===== config.mk =====
export PLATFORM = sky130hd
export DESIGN_NAME = cara_front_flat
export DESIGN_NICKNAME = d
export VERILOG_FILES = /design/src/design/cara_pkg.sv /design/src/design/cara_in_if.sv /design/src/design/cara_front.sv /design/src/flat_wrapper.sv
export VERILOG_INCLUDE_DIRS = /design/src /design/src/design
export SDC_FILE = /design/constraint.sdc
export NUM_CORES = 1
export LEC_CHECK = 0
export ABC_AREA = 1
export BUFFER_PORTS_ARGS = -buffer_cell sky130_fd_sc_hd__buf_4
export CAP_MARGIN = 10
export CORE_ASPECT_RATIO = 1.75
export CORE_MARGIN = 5
export CORE_UTILIZATION = 40
export CTS_CLUSTER_DIAMETER = 50
export CTS_CLUSTER_SIZE = 8
export DETAILED_ROUTE_END_ITERATION = 12
export GPL_TIMING_DRIVEN = 1
export PLACE_DENSITY = 0.6
export SYNTH_ARGS = -nofsm -noshare
export SYNTH_HDL_FRONTEND = slang
export SYNTH_SLANG_ARGS = --single-unit
export TNS_END_PERCENT = 10

===== constraint.sdc =====
create_clock -name clk -period 2.9 [get_ports clk]
set_input_delay 0.435 -clock clk [delete_from_list [all_inputs] [get_ports clk]]
set_output_delay 0.435 -clock clk [all_outputs]
set_load 0.03 [all_outputs]

===== src/design/assert_macros.svh =====
// Assertion macros shared by the reverb core modules.
// No dependencies; taken in by `include where assertions are written.
`ifndef ASSERT_MACROS_SVH
`define ASSERT_MACROS_SVH

// Clocked check, quiet while reset is high
`define CARA_ASSERT(name, clk, rst, prop, msg) \
  name: assert property (@(posedge clk) disable iff (rst) prop) else $error(msg);

// Clocked check that also holds during reset
`define CARA_ASSERT_ALWAYS(name, clk, prop, msg) \
  name: assert property (@(posedge clk) prop) else $error(msg);

`endif


===== src/design/cara_pkg.sv =====
// Package for the comb/allpass reverb core: widths, register codes,
// delay tunings, sequencer states and shared helper functions. No dependencies.
`timescale 1ns / 1ps
package cara_pkg;

  localparam int SAMPLE_W    = 24;
  localparam int COEF_W      = 16;
  localparam int GAIN_FRAC   = COEF_W - 2;
  localparam int POS_C_W     = 11;
  localparam int POS_A_W     = 10;
  localparam int CFG_IDX_W   = 8;
  localparam int QUEUE_DEPTH = 2;
  localparam int QPTR_W      = 1;
  localparam int QCNT_W      = 2;

  // Register indexes of the configuration port
  localparam logic [CFG_IDX_W-1:0] REG_ROOM = 8'd0;
  localparam logic [CFG_IDX_W-1:0] REG_DAMP = 8'd1;
  localparam logic [CFG_IDX_W-1:0] REG_DRY  = 8'd2;
  localparam logic [CFG_IDX_W-1:0] REG_WET  = 8'd3;

  localparam logic [COEF_W-1:0] ROOM_RESET = 16'd55050;
  localparam logic [COEF_W-1:0] DAMP_RESET = 16'd13107;
  localparam logic [COEF_W-1:0] DRY_RESET  = 16'd22938;
  localparam logic [COEF_W-1:0] WET_RESET  = 16'd14746;

  typedef struct packed {
    logic [COEF_W-1:0] room;
    logic [COEF_W-1:0] damp;
    logic [COEF_W-1:0] dry;
    logic [COEF_W-1:0] wet;
  } cfg_t;

  // Queue head as seen by the engine
  typedef struct packed {
    logic                       valid;
    logic signed [SAMPLE_W-1:0] sample;
  } q_head_t;

  typedef struct packed {
    logic clearing;
  } eng_status_t;

  typedef enum logic [3:0] {
    S_CLEAR,
    S_IDLE,
    S_C_ADDR,
    S_C_WAIT,
    S_C_MUL1,
    S_C_MUL2,
    S_C_LP,
    S_C_FB,
    S_C_WR,
    S_A_ADDR,
    S_A_WAIT,
    S_A_UPD,
    S_M_DRY,
    S_M_WET,
    S_M_OUT
  } eng_state_t;

  function automatic logic [POS_C_W-1:0] comb_tune(input logic [3:0] k);
    logic [POS_C_W-1:0] t;
    case (k)
      4'd0:    t = 11'd1116;
      4'd1:    t = 11'd1188;
      4'd2:    t = 11'd1277;
      4'd3:    t = 11'd1356;
      4'd4:    t = 11'd1422;
      4'd5:    t = 11'd1491;
      4'd6:    t = 11'd1557;
      4'd7:    t = 11'd1617;
      4'd8:    t = 11'd1139;
      4'd9:    t = 11'd1211;
      4'd10:   t = 11'd1300;
      4'd11:   t = 11'd1379;
      4'd12:   t = 11'd1445;
      4'd13:   t = 11'd1514;
      4'd14:   t = 11'd1580;
      default: t = 11'd1640;
    endcase
    return t;
  endfunction

  function automatic logic [POS_A_W-1:0] ap_tune(input logic [2:0] k);
    logic [POS_A_W-1:0] t;
    case (k)
      3'd0:    t = 10'd556;
      3'd1:    t = 10'd441;
      3'd2:    t = 10'd341;
      3'd3:    t = 10'd225;
      3'd4:    t = 10'd579;
      3'd5:    t = 10'd464;
      3'd6:    t = 10'd364;
      default: t = 10'd248;
    endcase
    return t;
  endfunction

  // Clamp to the signed sample range
  function automatic logic signed [SAMPLE_W-1:0] sat(input logic signed [63:0] v);
    logic signed [63:0] hi;
    logic signed [63:0] lo;
    hi = (64'sd1 <<< (SAMPLE_W - 1)) - 64'sd1;
    lo = -hi - 64'sd1;
    if (v > hi) return hi[SAMPLE_W-1:0];
    if (v < lo) return lo[SAMPLE_W-1:0];
    return v[SAMPLE_W-1:0];
  endfunction

  // Round half up, then floor by 2^s
  function automatic logic signed [63:0] rshift(input logic signed [63:0] v, input int s);
    return (v + (64'sd1 <<< (s - 1))) >>> s;
  endfunction

endpackage


===== src/design/cara_in_if.sv =====
// Input sample channel: valid/ready with one signed sample.
// Depends on cara_pkg for the sample width.
`timescale 1ns / 1ps
interface cara_in_if;
  logic                                 valid;
  logic                                 ready;
  logic signed [cara_pkg::SAMPLE_W-1:0] sample_in;
  modport source (output valid, output sample_in, input ready);
  modport sink   (input valid, input sample_in, output ready);
endinterface


===== src/design/cara_front.sv =====
// Front end: accepts input samples into a short queue for the engine.
// Depends on cara_pkg, cara_in_if and assert_macros.svh.
`timescale 1ns / 1ps
`include "assert_macros.svh"
module cara_front (
  input  logic                  clk,
  input  logic                  rst,
  cara_in_if.sink               in_ch,
  input  cara_pkg::eng_status_t status,
  output cara_pkg::q_head_t     head,
  input  logic                  head_ready
);

  logic signed [cara_pkg::SAMPLE_W-1:0] qbuf [cara_pkg::QUEUE_DEPTH];
  logic [cara_pkg::QPTR_W-1:0] wr_ptr;
  logic [cara_pkg::QPTR_W-1:0] rd_ptr;
  logic [cara_pkg::QCNT_W-1:0] count;
  logic push;
  logic pop;

  // Hold off new transactions while full or while the stores are cleared
  assign in_ch.ready = (count != cara_pkg::QCNT_W'(cara_pkg::QUEUE_DEPTH)) && !status.clearing;
  assign push = in_ch.valid && in_ch.ready;
  assign head.valid = (count != '0);
  assign head.sample = qbuf[rd_ptr];
  assign pop = head.valid && head_ready;

  // Store pushed samples
  always_ff @(posedge clk) begin
    if (push) begin
      qbuf[wr_ptr] <= in_ch.sample_in;
    end
  end

  // Advance pointers and count
  always_ff @(posedge clk) begin
    if (rst) begin
      wr_ptr <= '0;
      rd_ptr <= '0;
      count  <= '0;
    end else begin
      if (push) wr_ptr <= wr_ptr + 1'b1;
      if (pop) rd_ptr <= rd_ptr + 1'b1;
      case ({push, pop})
        2'b10:   count <= count + 1'b1;
        2'b01:   count <= count - 1'b1;
        default: count <= count;
      endcase
    end
  end

  `CARA_ASSERT(a_count_bound, clk, rst, (count <= cara_pkg::QCNT_W'(cara_pkg::QUEUE_DEPTH)), "queue count over depth")
  `CARA_ASSERT(a_no_push_full, clk, rst, (count == cara_pkg::QCNT_W'(cara_pkg::QUEUE_DEPTH)) |-> !push, "push into full queue")
  `CARA_ASSERT(a_no_push_clear, clk, rst, status.clearing |-> !push, "push during clearing pass")

endmodule


===== src/flat_wrapper.sv =====
// flat-port wrapper written by rule: the top's interface ports become plain ports
module cara_front_flat 
  (clk, rst, status, head, head_ready, in_ch_valid, in_ch_sample_in, in_ch_ready);
  cara_in_if in_ch_i ();
  input  logic clk;
  input  logic rst;
  input  cara_pkg::eng_status_t status;
  output cara_pkg::q_head_t head;
  input  logic head_ready;
  input wire logic [$bits(in_ch_i.valid)-1:0] in_ch_valid;
  input wire logic [$bits(in_ch_i.sample_in)-1:0] in_ch_sample_in;
  output wire logic [$bits(in_ch_i.ready)-1:0] in_ch_ready;
  assign in_ch_i.valid = in_ch_valid;
  assign in_ch_i.sample_in = in_ch_sample_in;
  assign in_ch_ready = in_ch_i.ready;
  cara_front u_core (.clk(clk), .rst(rst), .in_ch(in_ch_i), .status(status), .head(head), .head_ready(head_ready));
endmodule

Word-level counts from Yosys, hierarchy flattened
Memory sizes are Yosys's and may differ from the RTL's. A register that Yosys moved wholly into a read port is not among the register bits.
Cells that the tools add are included.
Widths: inputs -> output; s select.
Word-level totals
  memories kept: 1
  output and inout port bits: 26
  flip-flop bits (word level): 4
  RAM bits: 48
  bits of input ports: 29
  word-level logic and storage cells: 22
Cells by class
  mux-type cells: 5
  add/subtract/negate cells: 4
  equal/unequal tests: 3
  reduce and logical (&&, ||, !) cells: 6
Memories
  u_core.qbuf: words 2, width 24, rd ports 1, clocked after memory_dff 1, wr ports 1, RTL line cara_front.sv:14  | logic signed [cara_pkg::SAMPLE_W-1:0] qbuf [cara_pkg::QUEUE_DEPTH];
Operators by type and width (count)
  $mux 1: 4
  $pmux 2 s2: 1
  $reduce_bool 2->1: 2
  $logic_and 1x1->1: 3
  $add 1x1->1 const B: 2
  $add 2x1->2 const B: 1
  $eq 2x1->1 const B: 1
  $eq 2x2->1 const B: 1
  $ne 2x2->1 const B: 1
  $sub 2x1->2 const B: 1
  $logic_not 1->1: 1

Longest topological paths before layout
  depth after elaboration: 5
  depth in mapped cells: 10
  gate-level depth less buffers: 10

Worst setup path after synthesis
Ideal clock, no wire load.
  path type: in2reg
  from: input status
  to: memory u_core.qbuf[0][0] (netlist name) (enable)
  arrival: 1.638 ns
  required time: 2.495 ns
  path slack: 0.857 ns
  stages: 3
  path buffers: 0
  cell sequence: inv_1 -> nand3_1 -> nor2_1
On the way
  cells in the longest elaborated chain, start to end: 5
Ends and longest elaborated chain
  from (decl): RTL line flat_wrapper.sv:7  | input cara_pkg::eng_status_t status;
  $logic_not 1->1: RTL line cara_front.sv:22  | assign in_ch.ready = (count != cara_pkg::QCNT_W'(cara_pkg::QUEUE_DEPTH)) && !status.clearing;
  $logic_and 1x1->1: RTL line cara_front.sv:22
  $logic_and 1x1->1: RTL line cara_front.sv:23  | assign push = in_ch.valid && in_ch.ready;
  $mux 1: RTL line cara_front.sv:30  | if (push) begin
  $mux 1 (implied by the code): RTL line cara_front.sv:31  | qbuf[wr_ptr] <= in_ch.sample_in;
  to (decl): RTL line cara_front.sv:14
No other way between the ends.

==> results.py <==
metrics = {
    "status": {
        "status": "complete, no violations",
    },
    "final_layout": {
        "fin_util_pct": 50.8,
        "area_growth_pct": 25.2,
        "drive_gt1_share_pct": 49.2,
        "nets": 208,
        "antennaDiodeCount": 0,
        "final_area_um2": 2630,
        "layout_common_cells": "buf_4 (57), edfxtp_1 (48), mux2_4 (20), inv_1 (10), nand2_1 (9)",
        "fin_cells": 234,
        "nFillCells": 454,
        "mostFrequentLayoutCell": "buf_4",
    },
    "drt": {
        "num_vias": 1115,
        "ant_nets": 0,
        "wl_um": 3600,
        "drc": 0,
        "via_per_inst": 4.76,
        "drtIter0Drc": 36,
        "routedWlPerCell_um": 15.4,
        "firstDrtPassIters": 4,
    },
    "setup_path": {
        "cp_max_fo": 12,
        "cp-end-kind": "output pin",
        "r2r_end": "u_core.qbuf[1][2]",
        "crit_type": "flop to output pin",
        "worstReg2RegStart": "u_core.count[0]",
        "r2r_slack_ps": 1200,
        "ff2ff_path_depth": 4,
        "cp-start-kind": "flop",
        "cp.arrival_ps": 1400,
        "cp.required_ps": 2470,
    },
    "yosys": {
        "synth_top_area_share_pct": 68.7,
        "avgSynthCellArea_um2": 17.9,
        "ys_ff_latch": 53,
        "ys_seq_area_share_pct": 73.5,
        "syn-instance-count": 117,
        "synth_nets": 147,
        "synth.area.top_cells": "edfxtp_1 (69%), mux2_4 (14%), dfxtp_1 (4.8%)",
        "ys_warn_count": 0,
        "synth_area_um2": 2100,
        "synth_largest_area_cell": "edfxtp_1",
        "yosysUniqueCellTypes": 15,
    },
    "sta": {
        "fin_crit_ps": 1830,
        "setup_tns_ps": 0,
        "worst_pin_slew_ps": 923,
        "relSlewSlack_pct": 38.4,
        "slew_violations": 0,
        "fmax_ghz": 0.546,
        "hold_violations": 0,
        "setup_viol": 0,
        "fin_skew_ps": 3.91,
        "post-route-period-util_pct": 63.2,
        "rsz0062_at_grt": "no",
    },
    "cts": {
        "numCtsBuffers": 5,
        "path_clk_slew_ps": 80,
        "post-cts-setup-buffers": 0,
        "clock_latency_ps": 290,
        "h-tree-depth": 2,
        "cts_tree": "built",
        "postCtsHoldBufs": 0,
        "cts-resized-gates": 0,
        "cts_root_buffer": "clkbuf_8",
        "clock_path_buffers": 2,
        "cts.sinks": 53,
    },
    "floorplanning": {
        "initial_core_util_pct": 40.6,
        "core_area_um2": 5170,
        "io_pins": 55,
        "fp.dieArea_um2": 6850,
        "die_h_um": 106,
        "num_rows": 35,
        "die_width_um": 64.7,
    },
    "min_path": {
        "min-delay-start": "in_ch_sample_in[12]",
        "hold_class": "primary input to flop",
        "hold_path_end": "u_core.qbuf[1][12]",
        "hold_depth": 1,
    },
    "place": {
        "place_congestion": 0.611,
        "place_inst": 226,
        "hpwl_um": 2740,
        "dpl_cell_area_um2": 2540,
        "numPortBuffers": 54,
    },
    "grt": {
        "grt_start_max_net_pins": 25,
        "grtUsageTotal_pct": 11.6,
        "antenna_found_initial": 0,
        "grt_pass1_vias": 1296,
        "grt_pass1_wl_um": 6060,
        "grt.overflow.total": 0,
    },
    "power": {
        "power.density_nw_per_um2": 631,
        "p_leak_nw": 1.06,
        "peakVddDrop_v": 0.000385,
    },
    "flow_run": {
        "drv_cap": 0,
    },
}
-- critical path, stage by stage, from the launching register on --
cell and delay [ps]:
dfxtp_1 340, buf_4 230, mux2_2 370, buf_4 170
-- power breakdown --
group / internal [W] / total, W / switching, W
Combinational: 0.000173 / 0.000385 / 0.000212
Clock: 0.000172 / 0.000379 / 0.000207
Sequential: 0.000876 / 0.000891 / 0.0000150
Total: 0.00122 / 0.00166 / 0.000434
-- flip-flops by register name, summed over array words and instances (netlist names), named ones only --
register       flops
u_core.wr_ptr      1
u_core.qbuf       48
u_core.count       2
u_core.rd_ptr      1
-- logic make-up after synthesis --
logic type                 after synthesis  synth area share [%]
DFF                                     53                  73.5
muxes                                   24                  16.5
and+or+nand+nor                         21                  4.06
buffers and inverters                   14                  4.42
AOI/OAI and AO/OA                        4                 0.955
adders and majority gates                1                 0.597
-- through the flow --
step	total power [W]	hold WS, ps	setup WS, ps
floorplan	0.00118	465	857
finish	0.00166	324	1070
global placement	0.00129	486	1110
CTS	0.00168	313	1040
global route	0.00173	309	995
detailed placement	0.00130	492	1050
-- worst max path at each step --
stage          startpoint                  to  slack [ps]  cells past startpoint
2_1_floorplan      status   u_core.qbuf[0][0]         860                      3
3_3_place_gp       status  u_core.qbuf[1][11]        1110                      4
3_5_place_dp       status   u_core.qbuf[1][5]        1050                      4
4_1_cts              flop             head[0]        1040                      3
5_1_grt              flop             head[2]         990                      3
6_report             flop             head[0]        1070                      3
-- synthesized netlist by cell type (all sizes together) --
master	instances
a21oi	2
ha	1
inv	11
nand4	2
dfxtp	5
buf	3
nand2	9
nor2	9
edfxtp	48
nand3	1
mux2	24
o21ai	2
-- final cells by class --
class | instances | area, um^2 | area share (%)
sequential | 53 | 1540 | 58.7
inverter | 11 | 41.3 | 1.57
tap | 55 | 68.8 | 2.62
clock buffer | 8 | 80.1 | 3.05
timing repair buffer | 57 | 428 | 16.3
multi-input combinational | 50 | 465 | 17.7
-- routing by layer --
layer / wire length (um) / global-route usage [%] / up-vias / share of wire (%)
li1: - / - / 543 / -
met1: 1190 / 11.6 / 529 / 33
met2: 2060 / 21.3 / 36 / 57
met3: 237 / 2.99 / 7 / 6.6
met4: 110 / 5.75 / 0 / 3.1
met5: 0 / 0 / - / 0
Note: power is estimated with default switching activity, not from simulation.
